**config.mk**
```make
export PLATFORM = sky130hd
export DESIGN_NAME = lbs_mac
export DESIGN_NICKNAME = d
export VERILOG_FILES = /design/src/hw/rtl/lbs_pkg.sv /design/src/hw/rtl/lbs_mac.sv
export SDC_FILE = /design/constraint.sdc
export NUM_CORES = 2
export LEC_CHECK = 0
export BUFFER_PORTS_ARGS = -buffer_cell sky130_fd_sc_hd__buf_2
export CAP_MARGIN = 20
export CORE_ASPECT_RATIO = 0.75
export CORE_UTILIZATION = 60
export CTS_CLUSTER_DIAMETER = 40
export DETAILED_ROUTE_END_ITERATION = 7
export MAX_ROUTING_LAYER = met4
export PLACE_DENSITY = 0.82
export REMOVE_ABC_BUFFERS = 1
export SLEW_MARGIN = 20
export SYNTH_ARGS = -nofsm -noshare
export SYNTH_HDL_FRONTEND = slang
export SYNTH_SLANG_ARGS = --single-unit
export TNS_END_PERCENT = 100
```
**constraint.sdc**
```tcl
create_clock -name clk -period 8 [get_ports clk]
set_input_delay 0.4 -clock clk [delete_from_list [all_inputs] [get_ports clk]]
set_output_delay 0.4 -clock clk [all_outputs]
set_load 0.005 [all_outputs]
```
**src/hw/rtl/lbs_pkg.sv**
```systemverilog
// shared types and constants of the skinning block
package lbs_pkg;

    localparam int MAX_JOINTS = 64;
    localparam int FRAC_BITS = 16;
    localparam int WORDS_PER_MATRIX = 12;
    localparam int TABLE_DEPTH = MAX_JOINTS * WORDS_PER_MATRIX;
    localparam int ADDR_W = $clog2(TABLE_DEPTH);
    localparam int JOINT_W = 6;

    localparam logic [1:0] CMD_WORLD = 2'd0;
    localparam logic [1:0] CMD_BIND = 2'd1;
    localparam logic [1:0] CMD_INFL = 2'd2;

    typedef struct packed {
        logic [1:0] cmd;
        logic [5:0] joint_index;
        logic [3:0] matrix_element;
        logic signed [31:0] matrix_word;
        logic signed [31:0] position_x;
        logic signed [31:0] position_y;
        logic signed [31:0] position_z;
        logic [16:0] influence_weight;
        logic last_influence;
    } in_item_t;

    typedef struct packed {
        logic signed [31:0] skinned_x;
        logic signed [31:0] skinned_y;
        logic signed [31:0] skinned_z;
        logic saturated_flag;
    } out_item_t;

    // 64-bit product shifted right arithmetically (floor)
    function automatic logic signed [47:0] fshift(input logic signed [63:0] p);
        logic signed [63:0] s;
        begin
            s = p >>> FRAC_BITS;
            fshift = s[47:0];
        end
    endfunction

    function automatic logic signed [31:0] sat32(input logic signed [49:0] v);
        begin
            if (v > 50'sd2147483647)
                sat32 = 32'h7fffffff;
            else if (v < -50'sd2147483648)
                sat32 = 32'h80000000;
            else
                sat32 = v[31:0];
        end
    endfunction

    function automatic logic is_sat(input logic signed [49:0] v);
        begin
            is_sat = (v > 50'sd2147483647) || (v < -50'sd2147483648);
        end
    endfunction

endpackage

```
**src/hw/rtl/lbs_mac.sv**
```systemverilog
// one multiply per cycle with floor shift, registered product
module lbs_mac (
    input  logic clk,
    input  logic signed [31:0] a,
    input  logic signed [32:0] b,
    output logic signed [47:0] prod
);
    import lbs_pkg::*;

    logic signed [64:0] full;

    always_comb
    begin
        full = a * b;
    end

    always_ff @(posedge clk)
    begin
        prod <= fshift(full[63:0]);
    end
endmodule
```
### Yosys cells after proc, flatten, opt, wreduce, memory -nomap -nowiden

Index checks and enable logic that the tools add are counted.

| cells by class | value |
|---|---|
| $mul | 1 |

Operator list:

| kind | count |
|---|---|
| $mul 32x33->64 | 1 |

| word-level totals | value |
|---|---|
| register bits after elaboration | 48 |
| input bits | 66 |
| output and inout port bits | 48 |
| logic and storage cells | 2 |

### Depth between registers and ports, before layout

| logic depth | value |
|---|---|
| depth in word-level cells | 1 |
| mapped depth | 27 |
| mapped depth without buffers | 26 |

### Worst setup path before layout

Ideal clock, no wire load.

| path | value |
|---|---|
| path kind | input -> register |
| start | input b[32] |
| end | register prod[46] |
| setup time | 0.072 ns |
| data arrival time | 7.493 ns |
| data required time | 7.928 ns |
| slack | 0.435 ns |
| cell stages on the path | 25 |
| path buffers | 1 |
| cells stage by stage | clkbuf_1 > nand2_1 > inv_1 > fa_1 > fa_1 > fa_1 > inv_1 > fa_1 > inv_1 > fa_1 > fa_1 > inv_1 > fa_1 > inv_1 > fa_1 > ha_1 > a21oi_1 > o21a_1 > o21ai_0 > a21oi_1 > or2_2 > o31ai_1 > a211o_2 > a21oi_2 > xnor2_1 |

| between the ends | value |
|---|---|
| word-level cells in the longest chain between the ends | 1 |

Ends and longest elaborated chain:

| item | RTL line | text |
|---|---|---|
| start: declaration | lbs_mac.sv:5 | `input logic signed [32:0] b,` |
| $mul 32x33->64 | lbs_mac.sv:14 | `full = a * b;` |
| named net full[62] | lbs_mac.sv:10 | `logic signed [64:0] full;` |
| end signal: assignment | lbs_mac.sv:19 | `prod <= fshift(full[63:0]);` |
| end: declaration | lbs_mac.sv:6 | `output logic signed [47:0] prod` |

The timed path passes the listed nets, and every way through them passes these cells.

### Final worst setup path

| path | value |
|---|---|
| start | input b[23] |
| end | register prod[46] |

Same word-level chain as after synthesis.

==> metrics.csv <==
stage;metric;value;unit
placed_design;Buffers on Ports;113;
routing;routed wire length;99.8;mm
grt;gr ovfl total;0;
grt;GRT Total Usage;35.5;%
routing;DR WL/cell;21.2;um
clocking;clock sink count;48;
floorplan;die span in y;218;um
floorplan;die area;63000;um2
critical_path;CP Launch Type;input port;
yosys;Post-Synthesis Cells;3876;
clocking;total CTS buffers;5;
yosys;Mapped Area;37200;um2
yosys;most frequent cell after synthesis;fa_1;
job;# Max-Cap Violations;0;
critical_path;Buf/Inv on CP;6;
clocking;htree depth;2;
cells_and_area;layout cell share with drive strength beyond 1;6.73;%
yosys;dominant synthesized flop cell;dfxtp_1;
routing;DRC viols;0;
critical_path;crit-path max FO;21;
floorplan;CORE AREA;60900;um2
yosys;EDFF count, synth;0;
grt;global route hottest layer;met1;
grt;GRT met2 Usage;45.0;%
timing;Least-Margin Pin Slew;700;ps
grt;largest net degree at the start of global routing;34;
timing;fin crit share;96.4;%
grt;global-route met1 utilization;54.2;%
critical_path;Setup CP Type;input port to flop;
timing;fmax;130;MHz
critical_path;critical path data required time;8230;ps
cells_and_area;Largest regs;prod (48);
timing;final setup TNS;0;ps
placed_design;Detail Placement HPWL;85.5;mm
timing;RSZ-0062 raised after global routing;false;
timing;Setup-failing EPs final;0;
timing;Slew Viols, Final;0;
routing;DR iter-0 viols;2640;
critical_path;Critical Path Max Stage Delay;600;ps
grt;met3 usage;13.7;%
grt;initial antenna violation count;3;
cells_and_area;synth-to-layout area growth;4.99;%
hold_path;Min-Delay Endpoint;prod[37];
clocking;clock slew at reported path FFs;60;ps
yosys;top cells by area, synth;fa_1 (59%), inv_1 (9.5%), and2_1 (8.8%), ha_1 (6.1%), nand2_1 (5.5%);
critical_path;CP arrival;7940;ps
cells_and_area;Most flops, register;prod;
grt;first-pass GRT wire length;164;mm
grt;vias in the first global route;28500;
outcome;status;finished, final reports clean;
clocking;CTS max path bufs;2;
cells_and_area;max reg flops;48;
cells_and_area;NumNets Final;5259;
routing;drt pass-1 iters;5;
routing;ANT nets after route;0;
floorplan;Site Rows;78;
routing;vias per cell;5.62;
hold_path;worst hold-check path type;flop to output port;
floorplan;Starting Density;61.0;%
timing;final hold vios;0;
floorplan;Die W;289;um
yosys;syn_area_per_cell;9.59;um2
yosys;synthesis warning total;0;
yosys;Yosys cell types;67;
hold_path;min-delay src;prod[37]$_DFF_P_;
routing;total number of vias;26500;
critical_path;Critical-path top delay cell;fa_1;
floorplan;# IOs;114;
yosys;Seq/Total Area, Yosys;2.58;%
clocking;Clk Tree Root Cell;clkbuf_16;
critical_path;Crit path top cell by count;fa_1;
placed_design;GP Congestion;0.972;
yosys;Yosys reg bits;48;
clocking;CTS tree;yes;
critical_path;Critical Path Source;b[23];
yosys;Synth area leader;fa_1;
critical_path;cell family with most CP delay;adder cells;
yosys;ys async rst share;0;%
yosys;Synth top area share;59.3;%
critical_path;Worst Setup End Kind;flop;
yosys;Post-synth top cells;fa_1 (1102), inv_1 (939), nand2_1 (543);
timing;slew margin rel.;53.3;%
timing;fin crit period;7710;ps
hold_path;hold depth;1;
layout make-up:
cell class	instances	area (um2)
inverters	940	3530
fillers	4672	21900
diodes	2	5.00
flip-flops and latches	48	961
clock buffers	5	125
repair buffers	229	1470
multi-input cells	2687	31900
well taps	800	1000
clock inverters	1	30.0
routing by layer:
layer	vias up	wire (um)	part of all wire (%)
met4	0	1760	1.8
met5	-	0	0
met3	128	16500	17
met1	13500	42000	42
li1	11000	-	-
met2	1785	39600	40
logic make-up after synthesis:
kind of cell | count (synthesis) | synth area share (%)
buffers and inverters | 1141 | 11.6
AND/OR/NAND/NOR | 1180 | 15.9
flip-flops | 48 | 2.58
XOR/XNOR | 65 | 1.53
adder cells (fa/ha/maj) | 1282 | 65.4
AO/OA/AOI/OAI | 160 | 3.05
how the worst max path moves through the flow:
stage,end,slack (ps),depth (start not counted)
final,prod[46]$_DFF_P_,290,25
after global routing,prod[46]$_DFF_P_,3,28
after CTS,prod[46]$_DFF_P_,250,28
after detailed placement,prod[46]$_DFF_P_,20,25
after global placement,prod[46]$_DFF_P_,110,25
after floorplan,prod[46]$_DFF_P_,620,24
stage by stage:
stage	hold slack, ps	area [um2]	worst slack (ps)	std cells	utilization [%]
after detailed placement	779	38900	17.6	4704	63.8
after CTS	1110	39000	245	4710	64.1
after floorplan	684	36400	619	3675	-
after global placement	778	38900	112	4704	63.8
after global routing	1120	39000	2.72	4712	64.1
final	1100	39000	291	4712	64.1
cell usage in the layout, fill, tap and decap left out, types with 15 or more instances in the layout:
master,synthesis,layout
o21ai_0,29,29
xor2_1,25,25
a21o_1,15,15
buf_4,0,115
nor2_1,52,52
inv_1,939,939
a21oi_1,52,52
dfxtp_1,48,48
and2_1,522,522
xnor2_1,40,40
ha_1,180,180
fa_1,1102,1101
nand2_1,543,543
buf_2,3,105
timing repair:
| item | CTS | global route |
|---|---|---|
| endpoints found under the setup margin | 0 | 10 |
| setup buffers | 0 | 0 |
| hold buffers | 0 | 0 |
| resized for setup | 0 | 8 |
Power is left out: the tool's default activity adds up to more than one toggle a clock period on the data nets, which glitch-free logic cannot reach.
